===== src/hw/rtl/apr_pkg.sv =====
// apr_pkg: shared types, constants and widths for the aging page replacement block
// no dependencies; used by every module under hw/rtl except apr_ram
`default_nettype none

package apr_pkg;

   // field widths
   localparam int PAGE_W      = 16;
   localparam int AGE_W       = 31;
   localparam int TOTAL_W     = 32;
   localparam int FRAMES_W    = 5;
   localparam int SLOT_W      = 4;
   localparam int REQ_DATA_W  = 16;
   localparam int RSP_DATA_W  = 72;

   // default table size
   localparam int MAX_FRAMES_DEF = 16;

   // age given to a frame that holds the referenced page
   localparam logic [AGE_W-1:0] AGE_TOP = 31'h7FFF_FFFF;

   // configuration port
   localparam int CSR_ADDR_W = 3;
   localparam int CSR_DATA_W = 32;
   localparam logic [0:0] REG_FRAMES_IDX = 1'b0;
   localparam logic [FRAMES_W-1:0] FRAMES_RST = 5'd16;

   // sequencer states
   typedef enum logic [2:0] {
      ST_IDLE,
      ST_SCAN,
      ST_SCAN_WAIT,
      ST_PLACE,
      ST_AGE,
      ST_AGE_WAIT,
      ST_DONE
   } apr_state_type;

   // commands from the sequencer to the datapath
   typedef struct packed {
      logic start;      // latch page and frame count, clear trackers
      logic rd_en;      // read frame at the sweep counter
      logic age_phase;  // current read belongs to the ageing sweep
      logic place;      // install the page in the victim frame on a miss
      logic finish;     // load the result register and update totals
   } apr_cmd_type;

   // status from the datapath to the sequencer
   typedef struct packed {
      logic last_addr;  // sweep counter sits on the last active frame
      logic out_free;   // result register can take a new transaction
   } apr_stat_type;

endpackage

`default_nettype wire


===== src/hw/rtl/apr_ram.sv =====
// apr_ram: generic simple dual-port ram, one write and one registered read port
// no dependencies
`default_nettype none

module apr_ram #(
   parameter int WIDTH = 16,
   parameter int DEPTH = 16
) (
   input  wire logic                                   clock,
   input  wire logic                                   wr_en,
   input  wire logic [((DEPTH > 1) ? $clog2(DEPTH) : 1)-1:0] wr_addr,
   input  wire logic [WIDTH-1:0]                       wr_data,
   input  wire logic                                   rd_en,
   input  wire logic [((DEPTH > 1) ? $clog2(DEPTH) : 1)-1:0] rd_addr,
   output logic      [WIDTH-1:0]                       rd_data
);

   logic [WIDTH-1:0] mem_ff [DEPTH];
   logic [WIDTH-1:0] rd_data_ff;

   // write port
   always_ff @(posedge clock) begin
      if (wr_en) begin
         mem_ff[wr_addr] <= wr_data;
      end
   end

   // registered read port
   always_ff @(posedge clock) begin
      if (rd_en) begin
         rd_data_ff <= mem_ff[rd_addr];
      end
   end

   assign rd_data = rd_data_ff;

endmodule

`default_nettype wire


===== src/hw/rtl/apr_csr.sv =====
// apr_csr: apb-style register block holding frames_in_use
// depends on apr_pkg
`default_nettype none

module apr_csr (
   input  wire logic                              clock,
   input  wire logic                              reset,
   input  wire logic                              csr_psel,
   input  wire logic                              csr_penable,
   input  wire logic                              csr_pwrite,
   input  wire logic [apr_pkg::CSR_ADDR_W-1:0]    csr_paddr,
   input  wire logic [apr_pkg::CSR_DATA_W-1:0]    csr_pwdata,
   output logic      [apr_pkg::CSR_DATA_W-1:0]    csr_prdata,
   output logic                                   csr_pready,
   output logic      [apr_pkg::FRAMES_W-1:0]      frames_in_use
);

   logic [apr_pkg::FRAMES_W-1:0] frames_ff;
   logic [apr_pkg::FRAMES_W-1:0] frames_in;
   logic                         sel_frames;
   logic                         wr_strobe;

   // word index decode
   assign sel_frames = (csr_paddr[apr_pkg::CSR_ADDR_W-1:2] == apr_pkg::REG_FRAMES_IDX);
   assign wr_strobe  = csr_psel & csr_penable & csr_pwrite & csr_pready;

   // register write
   always_comb begin
      frames_in = frames_ff;
      if (wr_strobe && sel_frames) begin
         frames_in = csr_pwdata[apr_pkg::FRAMES_W-1:0];
      end
   end

   always_ff @(posedge clock) begin
      if (reset) begin
         frames_ff <= apr_pkg::FRAMES_RST;
      end else begin
         frames_ff <= frames_in;
      end
   end

   // read back
   assign csr_prdata = sel_frames ?
      {{(apr_pkg::CSR_DATA_W-apr_pkg::FRAMES_W){1'b0}}, frames_ff} : '0;
   assign csr_pready    = 1'b1;
   assign frames_in_use = frames_ff;

endmodule

`default_nettype wire


===== src/hw/rtl/apr_ctrl.sv =====
// apr_ctrl: sequencer for lookup sweep, victim placement and ageing sweep
// depends on apr_pkg
`default_nettype none

module apr_ctrl (
   input  wire logic                  clock,
   input  wire logic                  reset,
   input  wire logic                  req_tvalid,
   output logic                       req_tready,
   input  wire apr_pkg::apr_stat_type stat,
   output apr_pkg::apr_cmd_type       cmd
);

   apr_pkg::apr_state_type state_ff;
   apr_pkg::apr_state_type state_in;

   // state register
   always_ff @(posedge clock) begin
      if (reset) begin
         state_ff <= apr_pkg::ST_IDLE;
      end else begin
         state_ff <= state_in;
      end
   end

   // next state and commands
   always_comb begin
      state_in       = state_ff;
      req_tready     = 1'b0;
      cmd.start      = 1'b0;
      cmd.rd_en      = 1'b0;
      cmd.age_phase  = 1'b0;
      cmd.place      = 1'b0;
      cmd.finish     = 1'b0;
      case (state_ff)
         apr_pkg::ST_IDLE: begin
            req_tready = 1'b1;
            if (req_tvalid) begin
               cmd.start = 1'b1;
               state_in  = apr_pkg::ST_SCAN;
            end
         end
         apr_pkg::ST_SCAN: begin
            cmd.rd_en = 1'b1;
            if (stat.last_addr) begin
               state_in = apr_pkg::ST_SCAN_WAIT;
            end
         end
         apr_pkg::ST_SCAN_WAIT: begin
            state_in = apr_pkg::ST_PLACE;
         end
         apr_pkg::ST_PLACE: begin
            cmd.place = 1'b1;
            state_in  = apr_pkg::ST_AGE;
         end
         apr_pkg::ST_AGE: begin
            cmd.rd_en     = 1'b1;
            cmd.age_phase = 1'b1;
            if (stat.last_addr) begin
               state_in = apr_pkg::ST_AGE_WAIT;
            end
         end
         apr_pkg::ST_AGE_WAIT: begin
            state_in = apr_pkg::ST_DONE;
         end
         apr_pkg::ST_DONE: begin
            if (stat.out_free) begin
               cmd.finish = 1'b1;
               state_in   = apr_pkg::ST_IDLE;
            end
         end
         default: begin
            state_in = apr_pkg::ST_IDLE;
         end
      endcase
   end

endmodule

`default_nettype wire


===== src/hw/rtl/apr_datapath.sv =====
// apr_datapath: frame tables, sweep counter, hit and victim trackers, totals, result register
// depends on apr_pkg and apr_ram
`default_nettype none

module apr_datapath #(
   parameter int MAX_FRAMES = apr_pkg::MAX_FRAMES_DEF
) (
   input  wire logic                             clock,
   input  wire logic                             reset,
   input  wire logic [apr_pkg::PAGE_W-1:0]       req_page,
   input  wire logic [apr_pkg::FRAMES_W-1:0]     frames_in_use,
   input  wire apr_pkg::apr_cmd_type             cmd,
   output apr_pkg::apr_stat_type                 stat,
   output logic                                  rsp_tvalid,
   input  wire logic                             rsp_tready,
   output logic      [apr_pkg::RSP_DATA_W-1:0]   rsp_tdata,
   output logic                                  rsp_tuser
);

   localparam int IDXW = (MAX_FRAMES > 1) ? $clog2(MAX_FRAMES) : 1;
   localparam int CW   = $clog2(MAX_FRAMES + 1);
   localparam int CMPW = (CW > apr_pkg::FRAMES_W) ? CW : apr_pkg::FRAMES_W;
   localparam int PADW = apr_pkg::RSP_DATA_W - apr_pkg::SLOT_W - 2 * apr_pkg::TOTAL_W;

   // control state
   logic                          rd_vld_ff, rd_vld_in;
   logic [MAX_FRAMES-1:0]         pval_ff, pval_in;
   logic [MAX_FRAMES-1:0]         aval_ff, aval_in;
   logic [apr_pkg::TOTAL_W-1:0]   hit_cnt_ff, hit_cnt_in;
   logic [apr_pkg::TOTAL_W-1:0]   miss_cnt_ff, miss_cnt_in;
   logic                          rsp_valid_ff, rsp_valid_in;

   // payload
   logic [apr_pkg::PAGE_W-1:0]    page_ff, page_in;
   logic [CW-1:0]                 n_ff, n_in;
   logic [IDXW-1:0]               cnt_ff, cnt_in;
   logic                          rd_age_ff, rd_age_in;
   logic [IDXW-1:0]               rd_idx_ff, rd_idx_in;
   logic                          pv_q_ff, pv_q_in;
   logic                          av_q_ff, av_q_in;
   logic                          hit_ff, hit_in;
   logic [IDXW-1:0]               hit_slot_ff, hit_slot_in;
   logic [apr_pkg::AGE_W-1:0]     best_ff, best_in;
   logic [IDXW-1:0]               vic_ff, vic_in;
   logic                          rsp_hit_ff, rsp_hit_in;
   logic [apr_pkg::SLOT_W-1:0]    rsp_slot_ff, rsp_slot_in;

   // ram ports and helpers
   logic [apr_pkg::PAGE_W-1:0]    page_rd;
   logic [apr_pkg::AGE_W-1:0]     age_rd;
   logic [apr_pkg::PAGE_W-1:0]    page_q;
   logic [apr_pkg::AGE_W-1:0]     age_q;
   logic                          page_we;
   logic                          age_we;
   logic [apr_pkg::AGE_W-1:0]     age_new;
   logic [CMPW-1:0]               frames_x;
   logic [CW-1:0]                 n_clamp;
   logic                          page_match;

   apr_ram #(
      .WIDTH (apr_pkg::PAGE_W),
      .DEPTH (MAX_FRAMES)
   ) u_page_ram (
      .clock   (clock),
      .wr_en   (page_we),
      .wr_addr (vic_ff),
      .wr_data (page_ff),
      .rd_en   (cmd.rd_en),
      .rd_addr (cnt_ff),
      .rd_data (page_rd)
   );

   apr_ram #(
      .WIDTH (apr_pkg::AGE_W),
      .DEPTH (MAX_FRAMES)
   ) u_age_ram (
      .clock   (clock),
      .wr_en   (age_we),
      .wr_addr (rd_idx_ff),
      .wr_data (age_new),
      .rd_en   (cmd.rd_en),
      .rd_addr (cnt_ff),
      .rd_data (age_rd)
   );

   // entries never written read as zero
   assign page_q     = pv_q_ff ? page_rd : '0;
   assign age_q      = av_q_ff ? age_rd : '0;
   assign page_match = (page_q == page_ff);

   // ageing sweep write back
   assign age_we  = rd_vld_ff & rd_age_ff;
   assign age_new = page_match ? apr_pkg::AGE_TOP : (age_q >> 1);

   // victim install on a miss
   assign page_we = cmd.place & ~hit_ff;

   // clamp frame count to 1..MAX_FRAMES
   assign frames_x = CMPW'(frames_in_use);
   always_comb begin
      if (frames_in_use == '0) begin
         n_clamp = CW'(1);
      end else if (frames_x > CMPW'(MAX_FRAMES)) begin
         n_clamp = CW'(MAX_FRAMES);
      end else begin
         n_clamp = CW'(frames_x);
      end
   end

   // status
   assign stat.last_addr = (CW'(cnt_ff) == (n_ff - CW'(1)));
   assign stat.out_free  = ~rsp_valid_ff | rsp_tready;

   // next-state logic
   always_comb begin
      rd_vld_in    = cmd.rd_en;
      rd_age_in    = cmd.age_phase;
      rd_idx_in    = cnt_ff;
      pval_in      = pval_ff;
      aval_in      = aval_ff;
      hit_cnt_in   = hit_cnt_ff;
      miss_cnt_in  = miss_cnt_ff;
      rsp_valid_in = rsp_valid_ff;
      page_in      = page_ff;
      n_in         = n_ff;
      cnt_in       = cnt_ff;
      pv_q_in      = pv_q_ff;
      av_q_in      = av_q_ff;
      hit_in       = hit_ff;
      hit_slot_in  = hit_slot_ff;
      best_in      = best_ff;
      vic_in       = vic_ff;
      rsp_hit_in   = rsp_hit_ff;
      rsp_slot_in  = rsp_slot_ff;

      // new transaction
      if (cmd.start) begin
         page_in     = req_page;
         n_in        = n_clamp;
         hit_in      = 1'b0;
         hit_slot_in = '0;
         best_in     = apr_pkg::AGE_TOP;
         vic_in      = '0;
      end

      // sweep counter
      if (cmd.start || cmd.place) begin
         cnt_in = '0;
      end else if (cmd.rd_en) begin
         cnt_in = cnt_ff + IDXW'(1);
      end

      // valid bits travel with the read data
      if (cmd.rd_en) begin
         pv_q_in = pval_ff[cnt_ff];
         av_q_in = aval_ff[cnt_ff];
      end

      // lookup sweep: first match and strict minimum age
      if (rd_vld_ff && !rd_age_ff) begin
         if (!hit_ff && page_match) begin
            hit_in      = 1'b1;
            hit_slot_in = rd_idx_ff;
         end
         if (age_q < best_ff) begin
            best_in = age_q;
            vic_in  = rd_idx_ff;
         end
      end

      if (page_we) begin
         pval_in[vic_ff] = 1'b1;
      end
      if (age_we) begin
         aval_in[rd_idx_ff] = 1'b1;
      end

      // result register and totals
      if (rsp_tready) begin
         rsp_valid_in = 1'b0;
      end
      if (cmd.finish) begin
         rsp_valid_in = 1'b1;
         rsp_hit_in   = hit_ff;
         rsp_slot_in  = hit_ff ? apr_pkg::SLOT_W'(hit_slot_ff) : apr_pkg::SLOT_W'(vic_ff);
         if (hit_ff) begin
            if (hit_cnt_ff != '1) begin
               hit_cnt_in = hit_cnt_ff + apr_pkg::TOTAL_W'(1);
            end
         end else begin
            if (miss_cnt_ff != '1) begin
               miss_cnt_in = miss_cnt_ff + apr_pkg::TOTAL_W'(1);
            end
         end
      end
   end

   // control registers
   always_ff @(posedge clock) begin
      if (reset) begin
         rd_vld_ff    <= 1'b0;
         pval_ff      <= '0;
         aval_ff      <= '0;
         hit_cnt_ff   <= '0;
         miss_cnt_ff  <= '0;
         rsp_valid_ff <= 1'b0;
      end else begin
         rd_vld_ff    <= rd_vld_in;
         pval_ff      <= pval_in;
         aval_ff      <= aval_in;
         hit_cnt_ff   <= hit_cnt_in;
         miss_cnt_ff  <= miss_cnt_in;
         rsp_valid_ff <= rsp_valid_in;
      end
   end

   // payload registers
   always_ff @(posedge clock) begin
      page_ff     <= page_in;
      n_ff        <= n_in;
      cnt_ff      <= cnt_in;
      rd_age_ff   <= rd_age_in;
      rd_idx_ff   <= rd_idx_in;
      pv_q_ff     <= pv_q_in;
      av_q_ff     <= av_q_in;
      hit_ff      <= hit_in;
      hit_slot_ff <= hit_slot_in;
      best_ff     <= best_in;
      vic_ff      <= vic_in;
      rsp_hit_ff  <= rsp_hit_in;
      rsp_slot_ff <= rsp_slot_in;
   end

   // outputs
   assign rsp_tvalid = rsp_valid_ff;
   assign rsp_tuser  = rsp_hit_ff;
   assign rsp_tdata  = {{PADW{1'b0}}, miss_cnt_ff, hit_cnt_ff, rsp_slot_ff};

   // a finished transaction never overwrites a result still waiting
   a_no_overwrite: assert property (@(posedge clock) disable iff (reset)
      cmd.finish |-> (!rsp_valid_ff || rsp_tready))
      else $error("result overwritten before it was taken");

   // ageing writes stay inside the active frames
   a_age_in_range: assert property (@(posedge clock) disable iff (reset)
      age_we |-> (CW'(rd_idx_ff) < n_ff))
      else $error("age write outside active frames");

   // victim lies inside the active frames
   a_victim_in_range: assert property (@(posedge clock) disable iff (reset)
      page_we |-> (CW'(vic_ff) < n_ff))
      else $error("victim outside active frames");

   // a hit bumps only the hit total
   a_hit_count: assert property (@(posedge clock) disable iff (reset)
      (cmd.finish && hit_ff && (hit_cnt_ff != '1)) |=>
         ((hit_cnt_ff == $past(hit_cnt_ff) + apr_pkg::TOTAL_W'(1)) &&
          (miss_cnt_ff == $past(miss_cnt_ff))))
      else $error("hit total not advanced correctly");

endmodule

`default_nettype wire


===== src/hw/rtl/aging_page_replacement_top.sv =====
// aging_page_replacement_top: aging page replacement with apb register block
// depends on apr_pkg, apr_csr, apr_ctrl, apr_datapath (and apr_ram below it)
//
//   group   direction  handshake              payload
//   req_    in         req_tvalid/req_tready  tdata[15:0] page_number
//   rsp_    out        rsp_tvalid/rsp_tready  tuser was_hit; tdata slot, hit_total, miss_total
//   csr_    in/out     psel/penable/pready    frames_in_use at byte address 0
//
// one page reference makes two sweeps over the active frames, a lookup sweep and an ageing sweep,
// each through the single read port of the frame tables
// synchronous active-high reset; tables read as zero until written, no clearing pass
// the next reference is taken while a result waits in the output register;
// a stalled rsp_ side holds the block in its final step only
`default_nettype none

module aging_page_replacement_top #(
   parameter int MAX_FRAMES = apr_pkg::MAX_FRAMES_DEF
) (
   input  wire logic                             clock,
   input  wire logic                             reset,
   // page_number [15:0]
   input  wire logic                             req_tvalid,
   output logic                                  req_tready,
   input  wire logic [apr_pkg::REQ_DATA_W-1:0]   req_tdata,
   // slot_index [3:0], hit_total [35:4], miss_total [67:36], zero [71:68]
   output logic                                  rsp_tvalid,
   input  wire logic                             rsp_tready,
   output logic      [apr_pkg::RSP_DATA_W-1:0]   rsp_tdata,
   // was_hit [0]
   output logic                                  rsp_tuser,
   input  wire logic                             csr_psel,
   input  wire logic                             csr_penable,
   input  wire logic                             csr_pwrite,
   input  wire logic [apr_pkg::CSR_ADDR_W-1:0]   csr_paddr,
   input  wire logic [apr_pkg::CSR_DATA_W-1:0]   csr_pwdata,
   output logic      [apr_pkg::CSR_DATA_W-1:0]   csr_prdata,
   output logic                                  csr_pready
);

   logic [apr_pkg::FRAMES_W-1:0] frames_in_use;
   apr_pkg::apr_cmd_type         cmd;
   apr_pkg::apr_stat_type        stat;

   // register block
   apr_csr u_csr (
      .clock         (clock),
      .reset         (reset),
      .csr_psel      (csr_psel),
      .csr_penable   (csr_penable),
      .csr_pwrite    (csr_pwrite),
      .csr_paddr     (csr_paddr),
      .csr_pwdata    (csr_pwdata),
      .csr_prdata    (csr_prdata),
      .csr_pready    (csr_pready),
      .frames_in_use (frames_in_use)
   );

   // sequencer
   apr_ctrl u_ctrl (
      .clock      (clock),
      .reset      (reset),
      .req_tvalid (req_tvalid),
      .req_tready (req_tready),
      .stat       (stat),
      .cmd        (cmd)
   );

   // datapath
   apr_datapath #(
      .MAX_FRAMES (MAX_FRAMES)
   ) u_datapath (
      .clock         (clock),
      .reset         (reset),
      .req_page      (req_tdata[apr_pkg::PAGE_W-1:0]),
      .frames_in_use (frames_in_use),
      .cmd           (cmd),
      .stat          (stat),
      .rsp_tvalid    (rsp_tvalid),
      .rsp_tready    (rsp_tready),
      .rsp_tdata     (rsp_tdata),
      .rsp_tuser     (rsp_tuser)
   );

endmodule

`default_nettype wire

===== config.mk =====
export PLATFORM = sky130hd
export DESIGN_NAME = aging_page_replacement_top
export DESIGN_NICKNAME = d
export VERILOG_FILES = /design/src/hw/rtl/apr_pkg.sv /design/src/hw/rtl/apr_ram.sv /design/src/hw/rtl/apr_csr.sv /design/src/hw/rtl/apr_ctrl.sv /design/src/hw/rtl/apr_datapath.sv /design/src/hw/rtl/aging_page_replacement_top.sv
export SDC_FILE = /design/constraint.sdc
export NUM_CORES = 1
export LEC_CHECK = 0
export CAP_MARGIN = 20
export CORE_ASPECT_RATIO = 1.2
export CORE_UTILIZATION = 25
export CTS_CLUSTER_DIAMETER = 100
export DETAILED_ROUTE_END_ITERATION = 8
export DONT_BUFFER_PORTS = 1
export SYNTH_ARGS = -nofsm -noshare
export SYNTH_HDL_FRONTEND = slang
export SYNTH_HIERARCHICAL = 1
export SYNTH_SLANG_ARGS = --single-unit

===== constraint.sdc =====
create_clock -name clock -period 6.85 [get_ports clock]
set_input_delay 1.37 -clock clock [delete_from_list [all_inputs] [get_ports clock]]
set_output_delay 1.37 -clock clock [all_outputs]
set_load 0.05 [all_outputs]

; Word-level counts from Yosys, hierarchy flattened
; Memories as Yosys holds them, arrays and structs flattened. A register that Yosys moved wholly into a read port is not among the register bits.
; Index checks and enable logic that the tools add are counted.
[classes]
n_addsub = 4
multipliers = 0
div_mod_pow = 0
n_lt_le_gt_ge = 7
n_eq_ne = 14
shift = 0
n_mux = 45
bitwise_logic = 10
n_reduce_logical = 16
[ops]
columns = operator, count
row1 = 31-bit two-way mux, 5
row2 = 32-bit by 1-bit adder with 32-bit output (second input constant), 2
row3 = 32-bit != test (second input constant), 2
row4 = 16-bit bitwise OR, 2
row5 = 31-bit < comparator, 1
row6 = 4-bit two-way mux, 7
row7 = 1-bit two-way mux, 21
row8 = 3-bit case mux with 7 select lines, 1
row9 = 16-bit == test, 1
row10 = 16-bit two-way mux, 1
row11 = 4-bit by 5-bit < comparator with 1-bit output (second input constant), 3
row12 = 3-bit two-way mux, 4
row13 = 5-bit two-way mux, 2
row14 = 3-bit == test (second input constant), 3
row15 = 1-bit binary-select mux with 4-bit select, 2
row16 = 1-bit demux with 4-bit select, 2
row17 = 4-bit by 1-bit >= comparator with 1-bit output (second input constant), 2
row18 = 2-bit != test (second input constant), 4
row19 = 3-bit by 2-bit == test with 1-bit output (second input constant), 2
row20 = 3-bit AND reduction, 2
row21 = 4-bit by 5-bit == test with 1-bit output, 1
row22 = 5-bit greater-than comparator (second input constant), 1
row23 = 1-bit logical AND, 5
row24 = 5-bit zero test, 1
row25 = 12 further kinds, 19
[totals]
ff_bits = 183
latch_bits = 0
mem_bits_rw = 752
romBits = 0
in_bits = 58
memories = 2
[memory_table]
columns = memory, words, word_bits, rd, rd_ports_with_merged_regs, wr, line
row1 = u_datapath.u_age_ram.mem_ff, 16, 31, 1, 1, 1, apr_ram.sv:18  ; logic [WIDTH-1:0] mem_ff [DEPTH];
row2 = u_datapath.u_page_ram.mem_ff, 16, 16, 1, 1, 1, apr_ram.sv:18

; Depth between registers and ports, before layout
; Gate-level depths: netlist of the first run.
[depth]
word_depth = 5
depth_mapped = 12
ltp_nobuf = 9

; Cells and area by module
; Netlist of the first run, hierarchy kept.
[by_module_without_submodules]
columns = module, n_inst, cells_per_inst, area_per_inst_um2, seq_area_each_um2
row1 = apr_ram (u_datapath.u_age_ram), 1, 812, 19558.8, 15825.2
row2 = apr_ram (u_datapath.u_page_ram), 1, 432, 10203.5, 8167.8
row3 = apr_datapath, 1, 992, 8735.9, 3783.6
row4 = apr_csr, 1, 58, 494.2, 100.1
row5 = apr_ctrl, 1, 29, 242.7, 60.1

; Worst setup path before layout of the first run
; Ideal clock, no wire load.
[synth_timing]
path_type = in2reg
startpoint = in rsp_tready
endpoint = reg u_datapath/miss_cnt_ff[29] in the netlist's numbering
t_arrival_ns = 3.569
required_ns = 6.722
slack_ns = 3.154
path_stages = 10
path_cell_list = nand2b_1 -> nand2_1 -> nor3b_1 -> nor2b_1 -> clkbuf_1 -> clkbuf_1 -> o2111ai_1 -> nor3_1 -> xnor2_1 -> nor2_1
[synth_lines]
columns = item, line
row1 = from (decl), aging_page_replacement_top.sv:27  ; input wire logic rsp_tready,
row2 = to (signal assigned), apr_datapath.sv:212  ; miss_cnt_ff <= miss_cnt_in;
row3 = to (decl), apr_datapath.sv:30  ; logic [apr_pkg::TOTAL_W-1:0] miss_cnt_ff, miss_cnt_in;

; Final worst setup path of the first run
[layout_timing]
startpoint = reg u_datapath.pv_q_ff
endpoint = reg u_datapath.hit_slot_ff[2]
[layout_between]
elab_chain_len = 5
[layout_rtl]
columns = item, line
row1 = from (decl), apr_datapath.sv:39  ; logic pv_q_ff, pv_q_in;
row2 = from (signal assigned), apr_datapath.sv:224  ; pv_q_ff <= pv_q_in;
row3 = 16-bit two-way mux, apr_datapath.sv:87  ; assign page_q = pv_q_ff ? page_rd : '0;
row4 = 16-bit == test, apr_datapath.sv:89  ; assign page_match = (page_q == page_ff);
row5 = 1-bit logical AND, apr_datapath.sv:161  ; if (!hit_ff && page_match) begin
row6 = 4-bit two-way mux, apr_datapath.sv:161
row7 = 4-bit two-way mux, apr_datapath.sv:160  ; if (rd_vld_ff && !rd_age_ff) begin
row8 = via u_datapath.hit_slot_in[2], apr_datapath.sv:42  ; logic [IDXW-1:0] hit_slot_ff, hit_slot_in;
row9 = to (signal assigned), apr_datapath.sv:227  ; hit_slot_ff <= hit_slot_in;
row10 = to (decl), apr_datapath.sv:42
; The timed path passes the listed nets, and every way through them passes these cells.
; A chain may end at the register's enable or synchronous reset.

==> results_tabular.tex, run 1 <==
\begin{tabular}{lr}
\hline
Metric & Value \\
\hline
\multicolumn{2}{l}{\textbf{CTS}} \\
\quad Clock transition time at the flip-flop clock pins of the worst setup and hold paths & 60 ps \\
\quad H-tree level count & 3 \\
\quad CTS Buf Count & 94 \\
\quad Maximum root-to-sink buffer count & 3 \\
\quad CTS Root Cell & sky130\_fd\_sc\_hd\_\_clkbuf\_16 \\
\quad Skew-Pair Late Insertion Delay & 690 ps \\
\quad Post-CTS Hold Buffers & 0 \\
\quad Post-CTS setup buffer count & 0 \\
\quad Sinks on the clock net & 982 \\
\quad CTS resizes & 0 \\
\quad Clock tree from TritonCTS & done \\
\multicolumn{2}{l}{\textbf{Timing}} \\
\quad Setup-failing EPs final & 0 \\
\quad Final-report hold violation count & 0 \\
\quad Hold slack & 467.8 ps \\
\quad Unrepaired setup endpoints after global routing & no \\
\quad Worst slew margin & 23.84\% \\
\quad Setup TNS Final & 0 ps \\
\quad Max frequency & 278.1 MHz \\
\quad Final critical-path setup slack & 3255 ps \\
\quad Max-slew violation count & 0 \\
\quad Setup Skew & 32.55 ps \\
\quad Worst slew pin tran & 1142 ps \\
\quad Post-route clock period utilization & 52.49\% \\
\quad Final min period & 3595 ps \\
\multicolumn{2}{l}{\textbf{Routing}} \\
\quad Routed wire length & 88.93 mm \\
\quad Routed length on met2 & 43.64 mm \\
\quad Top routing layer used & met5 \\
\quad Iteration-0 DRC Markers & 1695 \\
\quad Via density & 4.512 \\
\quad Routed wirelength normalized by instance count & 19.67 um \\
\quad Post-route DRC & 0 \\
\quad Routed wl met3 & 4.572 mm \\
\quad Post-DRT Antenna Nets & 0 \\
\quad Post-Route M1 WL & 38.91 mm \\
\quad Iteration count of the initial detailed-routing pass & 7 \\
\quad Total number of vias & 20400 \\
\multicolumn{2}{l}{\textbf{Synth}} \\
\quad Area share of the largest cell type after synthesis & 63.29\% \\
\quad Synth top area cells & sky130\_fd\_sc\_hd\_\_edfxtp\_1 63\%, sky130\_fd\_sc\_hd\_\_mux4\_2 11\%, sky130\_fd\_sc\_hd\_\_dfxtp\_1 7.9\% \\
\quad Ys flop type & sky130\_fd\_sc\_hd\_\_edfxtp\_1 \\
\quad Post-synthesis sequential element count & 982 \\
\quad Number of warnings issued by yosys & 6 \\
\quad Share of flip-flops with an asynchronous set or reset after synthesis & 0\% \\
\quad Count of distinct cell types in the synthesized netlist & 60 \\
\quad Simple-gate share of the synthesized area & 6.706\% \\
\quad Post-synthesis xor/xnor area fraction & 1.563\% \\
\quad Proportion of synthesized chip area in sequential cells & 71.20\% \\
\quad Main combinational cell family by area after synthesis & multiplexers \\
\quad Synthesized-area fraction occupied by adder cells & 1.148\% \\
\quad Number of enable-type register cells in the synthesized netlist & 827 \\
\quad Cell with the most instances after synthesis & sky130\_fd\_sc\_hd\_\_edfxtp\_1 \\
\quad Complex-gate fraction of the synthesized area & 3.747\% \\
\quad Most common library cells after synthesis & 827 x sky130\_fd\_sc\_hd\_\_edfxtp\_1, 188 x sky130\_fd\_sc\_hd\_\_mux4\_2, 168 x sky130\_fd\_sc\_hd\_\_nor2\_1 \\
\quad Synthesized instance count & 2323 \\
\quad Synthesized area per cell & 16.89 um\^{}2 \\
\quad Cell area after synthesis & 39240 um\^{}2 \\
\quad Fraction of synthesized area in multiplexers & 12.81\% \\
\quad Yosys top cell by area & sky130\_fd\_sc\_hd\_\_edfxtp\_1 \\
\multicolumn{2}{l}{\textbf{Worst setup path}} \\
\quad Data arrival time of the critical path & 4170 ps \\
\quad CP Buf/Inv Count & 0 \\
\quad Reg2reg path depth & 6 \\
\quad Top delay family on crit path & simple AND/OR/NAND/NOR gates \\
\quad Maximum cell stage delay along the critical path & 1170 ps \\
\quad Type of origin of the critical path & flip-flop \\
\quad Maximum fanout along the worst path & 32 \\
\quad Logic depth of the worst path, buffers included & 6 \\
\quad Path type of the worst setup path & flip-flop to flip-flop \\
\quad Cell mode on critical path & sky130\_fd\_sc\_hd\_\_o22ai\_1 \\
\quad Required time worst endpoint & 7420 ps \\
\quad Slowest-stage cell, CP & sky130\_fd\_sc\_hd\_\_or4\_2 \\
\quad Type of destination of the critical path & flip-flop \\
\quad Worst path cell trace & nand4b\_1 -> o22ai\_1 -> o22ai\_1 -> or4\_2 -> nor3\_4 -> mux2\_4 \\
\multicolumn{2}{l}{\textbf{Run}} \\
\quad Max cap viols & 0 \\
\multicolumn{2}{l}{\textbf{Finish}} \\
\quad Fraction of layout cells with a size suffix above 1 & 18.28\% \\
\quad Net count of the finished layout & 2457 \\
\quad Final standard cell area without fillers & 45030 um\^{}2 \\
\quad Layout overhead on the synthesized area & 14.77\% \\
\multicolumn{2}{l}{\textbf{Status}} \\
\quad Run status & complete, no violations \\
\multicolumn{2}{l}{\textbf{Global routing}} \\
\quad Global router's overall resource usage & 11.14\% \\
\quad Maximum number of pins on one net before global-route repair & 115 \\
\quad Vias in the first global route & 20700 \\
\quad Global-route wire length before repair & 133.3 mm \\
\quad Leftover overflow at the end of global routing & 0 \\
\quad Number of antenna violations at the first check in global routing & 13 \\
\multicolumn{2}{l}{\textbf{Placement}} \\
\quad Standard cell area after detailed placement & 41810 um\^{}2 \\
\quad Detailed-placement wirelength estimate & 47.73 mm \\
\quad Global placement routability congestion & 0.7412 \\
\quad Port Buf Inserts & 0 \\
\quad Dpl ws & 2422 ps \\
\multicolumn{2}{l}{\textbf{Floorplanning}} \\
\quad Core Region & 155200 um\^{}2 \\
\quad Initial core utilization & 25.28\% \\
\quad Row Count & 158 \\
\quad Horiz. Die Dim & 363.6 um \\
\quad Die Outline Area & 158500 um\^{}2 \\
\quad I/O pins & 166 \\
\quad Vertical extent of the die & 436.0 um \\
\multicolumn{2}{l}{\textbf{Power and ir drop}} \\
\quad Max rail drop VDD & 0.2809 mV \\
\quad Design Power & 0.01342 W \\
\quad Power per cell area & 298.1 nW/um\^{}2 \\
\quad Standby leakage power & 14.66 nW \\
\multicolumn{2}{l}{\textbf{Worst hold path}} \\
\quad Worst Hold Depth & 2 \\
\quad Class of the most critical hold timing path & flip-flop to flip-flop \\
\hline
\end{tabular}
-- cell usage in the layout, fill, tap and decap left out, types with 12 or more instances in the layout --
master	count
sky130_fd_sc_hd__a21oi_1	60
sky130_fd_sc_hd__a22oi_1	94
sky130_fd_sc_hd__and3_1	12
sky130_fd_sc_hd__buf_4	51
sky130_fd_sc_hd__bufinv_16	13
sky130_fd_sc_hd__clkbuf_1	22
sky130_fd_sc_hd__clkbuf_16	96
sky130_fd_sc_hd__clkinv_1	13
sky130_fd_sc_hd__conb_1	32
sky130_fd_sc_hd__dfxtp_1	153
sky130_fd_sc_hd__edfxtp_1	827
sky130_fd_sc_hd__ha_1	36
sky130_fd_sc_hd__inv_1	78
sky130_fd_sc_hd__mux2i_1	43
sky130_fd_sc_hd__mux4_2	188
sky130_fd_sc_hd__nand2_1	149
sky130_fd_sc_hd__nand2b_1	18
sky130_fd_sc_hd__nand3_1	41
sky130_fd_sc_hd__nand4_1	31
sky130_fd_sc_hd__nor2_1	142
sky130_fd_sc_hd__nor2_2	12
sky130_fd_sc_hd__nor2_4	14
sky130_fd_sc_hd__nor2b_1	17
sky130_fd_sc_hd__nor3_1	25
sky130_fd_sc_hd__o21ai_0	15
sky130_fd_sc_hd__o22ai_1	12
sky130_fd_sc_hd__xnor2_1	29
sky130_fd_sc_hd__xor2_1	41
-- final timing paths --
| path | from | slack (ps) | endpoint |
|---|---|---|---|
| worst max register to register | u_datapath/pv_q_ff | 3250 | u_datapath/hit_slot_ff[2] |
| worst min register to register | u_datapath/pval_ff[14] | 470 | u_datapath/pval_ff[14] |
| worst max-delay path | u_datapath/pv_q_ff | 3250 | u_datapath/hit_slot_ff[2] |
| worst min-delay path | u_datapath/pval_ff[14] | 470 | u_datapath/pval_ff[14] |
-- area by class of cell --
class / count / area (um^2)
clock inverters: 49 / 649.4
fillers: 15280 / 110200
clock buffers: 124 / 2567
flip-flops and latches: 982 / 27940
multi-input cells: 1152 / 10530
well taps: 2080 / 2603
inverters: 78 / 292.8
repair buffers: 55 / 447.9
diodes: 1 / 2.502
-- layer usage --
metal,vias to the layer above,global-route usage [%]
li1,9072,-
met1,10710,14.64
met2,492,18.63
met3,119,2.041
met4,8,3.212
met5,-,0
-- worst reg2reg max path: cells and delay by family (launching register included) --
family	cells	cell delay [ps]
AO/OA/AOI/OAI	2	360
flip-flops	1	890
multiplexers	1	330
AND/OR/NAND/NOR	3	1910
-- through the flow --
stage	util (%)	instances
after global placement	26.94	4346
after global routing	29.02	4521
after CTS	29.01	4519
after detailed placement	26.94	4346
after floorplan	-	2352
final	29.02	4521
-- power by group --
part | leakage, nW | switching (W) | total (W) | internal, W
clock | 1.56 | 0.00226 | 0.00541 | 0.00315
sequential | 8.84 | 0.000113 | 0.00673 | 0.00662
combinational | 4.26 | 0.000674 | 0.00128 | 0.000611
total | 14.7 | 0.00305 | 0.0134 | 0.0104
-- kinds of logic after synthesis --
logic type	count (synthesis)
buf+inv	218
xor+xnor	70
compound gates	223
fa+ha+maj	36
other cells	3
mux	249
simple gates	542
flops	982
-- registers in the layout (all words and copies together), names as in the netlist, 3 cells and up --
name and count:
u_csr/frames_in_use 5, u_ctrl/state_ff 3, u_datapath/aval_ff 16, u_datapath/best_ff 31, u_datapath/cnt_ff 4, u_datapath/hit_cnt_ff 32, u_datapath/hit_slot_ff 4, u_datapath/miss_cnt_ff 32
u_datapath/n_ff 5, u_datapath/page_ff 16, u_datapath/pval_ff 16, u_datapath/rd_idx_ff 4, u_datapath/rsp_slot_ff 4, u_datapath/u_age_ram/mem_ff 496, u_datapath/u_age_ram/rd_data 31, u_datapath/u_page_ram/mem_ff 256
u_datapath/u_page_ram/rd_data 16, u_datapath/vic_ff 4
Power figures use the tool's default switching activity.
==> inputs of run 2 (changes only) <==
- clock period: 6.85 -> 3.1 ns (I/O delays scaled with it)
==> run 2 against run 1 <==
Hold slack worse by 430 ps; sequential power grew 120%; routed wire length rose by 1.3%; clock power increased by 110%; register-to-register slack worse by 3100 ps; count of clock-buffer cells in the layout decreased by 12; setup slack got worse by 3100 ps.
==> results_tabular.tex, run 2 (synthesis gave the netlist of run 1 again) <==
\begin{tabular}{lr}
\hline
Metric & Value \\
\hline
\multicolumn{2}{l}{\textbf{Timing}} \\
\quad Setup TNS Final & 0 ps (unchanged) \\
\quad Final-report hold violation count & 0 (unchanged) \\
\quad Unrepaired setup endpoints after global routing & no \\
\quad Setup Skew & 40.19 ps (+7.640 ps) \\
\quad Worst slew pin tran & 691.7 ps (-450.8 ps) \\
\quad Max frequency & 344.1 MHz (+24\%) \\
\quad Max-slew violation count & 0 (unchanged) \\
\quad Final min period & 2906 ps (-689.0 ps) \\
\quad Worst slew margin & 53.82\% (+30 points) \\
\quad Post-route clock period utilization & 93.75\% (+41 points) \\
\quad Setup-failing EPs final & 0 (unchanged) \\
\multicolumn{2}{l}{\textbf{Global routing}} \\
\quad Maximum number of pins on one net before global-route repair & 86 (-25\%) \\
\quad Number of antenna violations at the first check in global routing & 13 (unchanged) \\
\quad Global-route wire length before repair & 135.4 mm (+1.5\%) \\
\quad Global router's overall resource usage & 11.26\% (+0.12 points) \\
\quad Vias in the first global route & 21090 (+1.9\%) \\
\quad Leftover overflow at the end of global routing & 0 (unchanged) \\
\multicolumn{2}{l}{\textbf{Worst hold path}} \\
\quad Startpoint of the worst hold path & reset \\
\quad Class of the most critical hold timing path & input pin to flip-flop \\
\multicolumn{2}{l}{\textbf{CTS}} \\
\quad Skew-Pair Late Insertion Delay & 670 ps (-20 ps) \\
\quad CTS Buf Count & 96 (+2.1\%) \\
\quad Clock transition time at the flip-flop clock pins of the worst setup and hold paths & 60 ps (about the same) \\
\quad CTS resizes & 0 (unchanged) \\
\quad CTS Root Cell & sky130\_fd\_sc\_hd\_\_clkbuf\_16 \\
\quad Post-CTS Hold Buffers & 3 (+3) \\
\quad H-tree level count & 3 (unchanged) \\
\quad Post-CTS setup buffer count & 0 (unchanged) \\
\quad Maximum root-to-sink buffer count & 3 (unchanged) \\
\quad Clock tree from TritonCTS & done \\
\quad Sinks on the clock net & 982 (unchanged) \\
\multicolumn{2}{l}{\textbf{Worst setup path}} \\
\quad Path type of the worst setup path & flip-flop to flip-flop \\
\quad Required time worst endpoint & 3650 ps (-3770 ps) \\
\quad Reg2reg path depth & 10 (+4) \\
\quad Type of origin of the critical path & flip-flop \\
\quad Data arrival time of the critical path & 3450 ps (-720 ps) \\
\quad Setup slack, reg-to-reg & 190 ps (-3060 ps) \\
\quad Critical path startpoint & u\_datapath/av\_q\_ff \\
\quad Worst R2R Start & u\_datapath/av\_q\_ff \\
\quad Crit Reg-Reg Endpoint & u\_datapath/vic\_ff[3] \\
\quad Maximum fanout along the worst path & 31 (-3.1\%) \\
\quad Type of destination of the critical path & flip-flop \\
\quad Endpoint of the worst setup timing path & u\_datapath/vic\_ff[3] \\
\multicolumn{2}{l}{\textbf{Finish}} \\
\quad Register containing the most flip-flops in the final layout & u\_datapath/u\_age\_ram/mem\_ff \\
\quad Area of all sequential standard cells & 27940 um\^{}2 (unchanged) \\
\quad Final standard cell area without fillers & 46040 um\^{}2 (+2.2\%) \\
\quad Net count of the finished layout & 2565 (+4.4\%) \\
\quad Core Util, Final & 29.67\% (+0.65 points) \\
\quad Layout overhead on the synthesized area & 17.35\% \\
\quad Most frequent cells in the layout & 827 x sky130\_fd\_sc\_hd\_\_edfxtp\_1, 188 x sky130\_fd\_sc\_hd\_\_mux4\_2, 153 x sky130\_fd\_sc\_hd\_\_dfxtp\_1 \\
\quad Commonest non-fill, non-tap cell in the layout & sky130\_fd\_sc\_hd\_\_edfxtp\_1 \\
\quad Biggest regs & u\_datapath/u\_age\_ram/mem\_ff x496, u\_datapath/u\_page\_ram/mem\_ff x256 \\
\quad Fill cells & 15230 (-0.32\%) \\
\quad Number of flip-flops in the largest register & 496 (unchanged) \\
\quad Total area of multi-input combinational cells & 10550 um\^{}2 (+0.20\%) \\
\quad Fraction of layout cells with a size suffix above 1 & 21.48\% (+3.2 points) \\
\multicolumn{2}{l}{\textbf{Power and ir drop}} \\
\quad Max rail drop VDD & 0.5144 mV (+83\%) \\
\quad Standby leakage power & 15.22 nW (+3.8\%) \\
\quad Power per cell area & 639.8 nW/um\^{}2 (+110\%) \\
\multicolumn{2}{l}{\textbf{Placement}} \\
\quad Port Buf Inserts & 0 (unchanged) \\
\quad Global placement routability congestion & 0.7412 (unchanged) \\
\quad Detailed-placement wirelength estimate & 50.58 mm (+6.0\%) \\
\quad Standard cell area after detailed placement & 42900 um\^{}2 (+2.6\%) \\
\multicolumn{2}{l}{\textbf{Routing}} \\
\quad Iteration-0 DRC Markers & 1621 (-4.4\%) \\
\quad Routed wirelength normalized by instance count & 19.45 um (-1.1\%) \\
\quad Iteration count of the initial detailed-routing pass & 5 (-2) \\
\quad Routed wire length & 90.12 mm (+1.3\%) \\
\quad Total number of vias & 20810 (+2.0\%) \\
\quad Post-route DRC & 0 (unchanged) \\
\quad Via density & 4.492 (-0.44\%) \\
\quad Post-DRT Antenna Nets & 0 (unchanged) \\
\multicolumn{2}{l}{\textbf{Floorplanning}} \\
\quad Die Outline Area & 158500 um\^{}2 (unchanged) \\
\quad Row Count & 158 (unchanged) \\
\quad Horiz. Die Dim & 363.6 um (unchanged) \\
\quad Vertical extent of the die & 436.0 um (unchanged) \\
\quad Initial core utilization & 25.28\% (unchanged) \\
\quad Core Region & 155200 um\^{}2 (unchanged) \\
\quad I/O pins & 166 (unchanged) \\
\multicolumn{2}{l}{\textbf{Run}} \\
\quad Max cap viols & 0 (unchanged) \\
\multicolumn{2}{l}{\textbf{Status}} \\
\quad Run status & complete, no violations \\
\hline
\end{tabular}
-- run 2: changes by cell type in the layout (fill, tap and decap cells not counted), sizes merged --
cell,previous run,this run
inv,83,84
dlygate4sd3,0,3
bufinv,13,10
clkinvlp,3,7
clkinv,28,43
buf,55,158
diode,1,2
clkbuf,124,112
-- run 2: critical path, stage by stage (launching register included) --
cell                       delay [ps]
sky130_fd_sc_hd__edfxtp_1         420
sky130_fd_sc_hd__buf_12           200
sky130_fd_sc_hd__nand2_1          120
sky130_fd_sc_hd__inv_1             50
sky130_fd_sc_hd__ha_1             280
sky130_fd_sc_hd__a21o_1           180
sky130_fd_sc_hd__a211oi_1         250
sky130_fd_sc_hd__o21ai_0          310
sky130_fd_sc_hd__a211oi_4         350
sky130_fd_sc_hd__buf_12           240
sky130_fd_sc_hd__mux2_2           350
-- run 2: routing by layer --
layer | vias to the layer above | wire length [um] | share of wire, % | GRT usage (%)
li1 | 9304 | - | - | -
met1 | 10850 | 38560 | 43 | 14.55
met2 | 518 | 44640 | 50 | 19.15
met3 | 134 | 4969 | 5.5 | 2.147
met4 | 4 | 1920 | 2.1 | 3.042
met5 | - | 27 | 0.030 | 0
-- run 2: how the worst min path moves through the flow --
stage          cells past startpoint  slack, ps                    endpoint
2_1_floorplan                      0        390     u_datapath/rd_idx_ff[1]
3_3_place_gp                       2        440       u_datapath/pval_ff[3]
3_5_place_dp                       2        450      u_datapath/aval_ff[14]
4_1_cts                            1          2       u_datapath/pval_ff[7]
5_1_grt                            1          2  u_datapath/miss_cnt_ff[13]
6_report                           1         40      u_datapath/aval_ff[10]
-- run 2: stage by stage --
| step | hold slack [ps] | power [W] | setup WS, ps | instances |
|---|---|---|---|---|
| finish | 37.62 | 0.02946 | 193.6 | 4633 |
| global route | 2.281 | 0.03052 | 63.29 | 4632 |
| CTS | 2.158 | 0.02981 | 128.0 | 4631 |
| detailed placement | 453.0 | 0.01818 | 173.9 | 4450 |
| global placement | 442.2 | 0.01815 | 187.7 | 4450 |
| floorplan | 391.3 | 0.01751 | 27.54 | 2352 |
-- run 2: final cells by class --
| class | count | area share, % |
|---|---|---|
| antenna | 2 | 0.01087 |
| clock buffer | 112 | 5.394 |
| clock inverter | 66 | 1.364 |
| inverter | 78 | 0.6359 |
| multi-input combinational | 1152 | 22.90 |
| sequential | 982 | 60.69 |
| tap | 2080 | 5.652 |
| timing repair buffer | 161 | 3.348 |
-- run 2: report_power, final --
part / switching [W] / internal, W / total (W)
combinational: 0.00158 / 0.00145 / 0.00303
clock: 0.00502 / 0.00659 / 0.0116
sequential: 0.000203 / 0.0146 / 0.0148
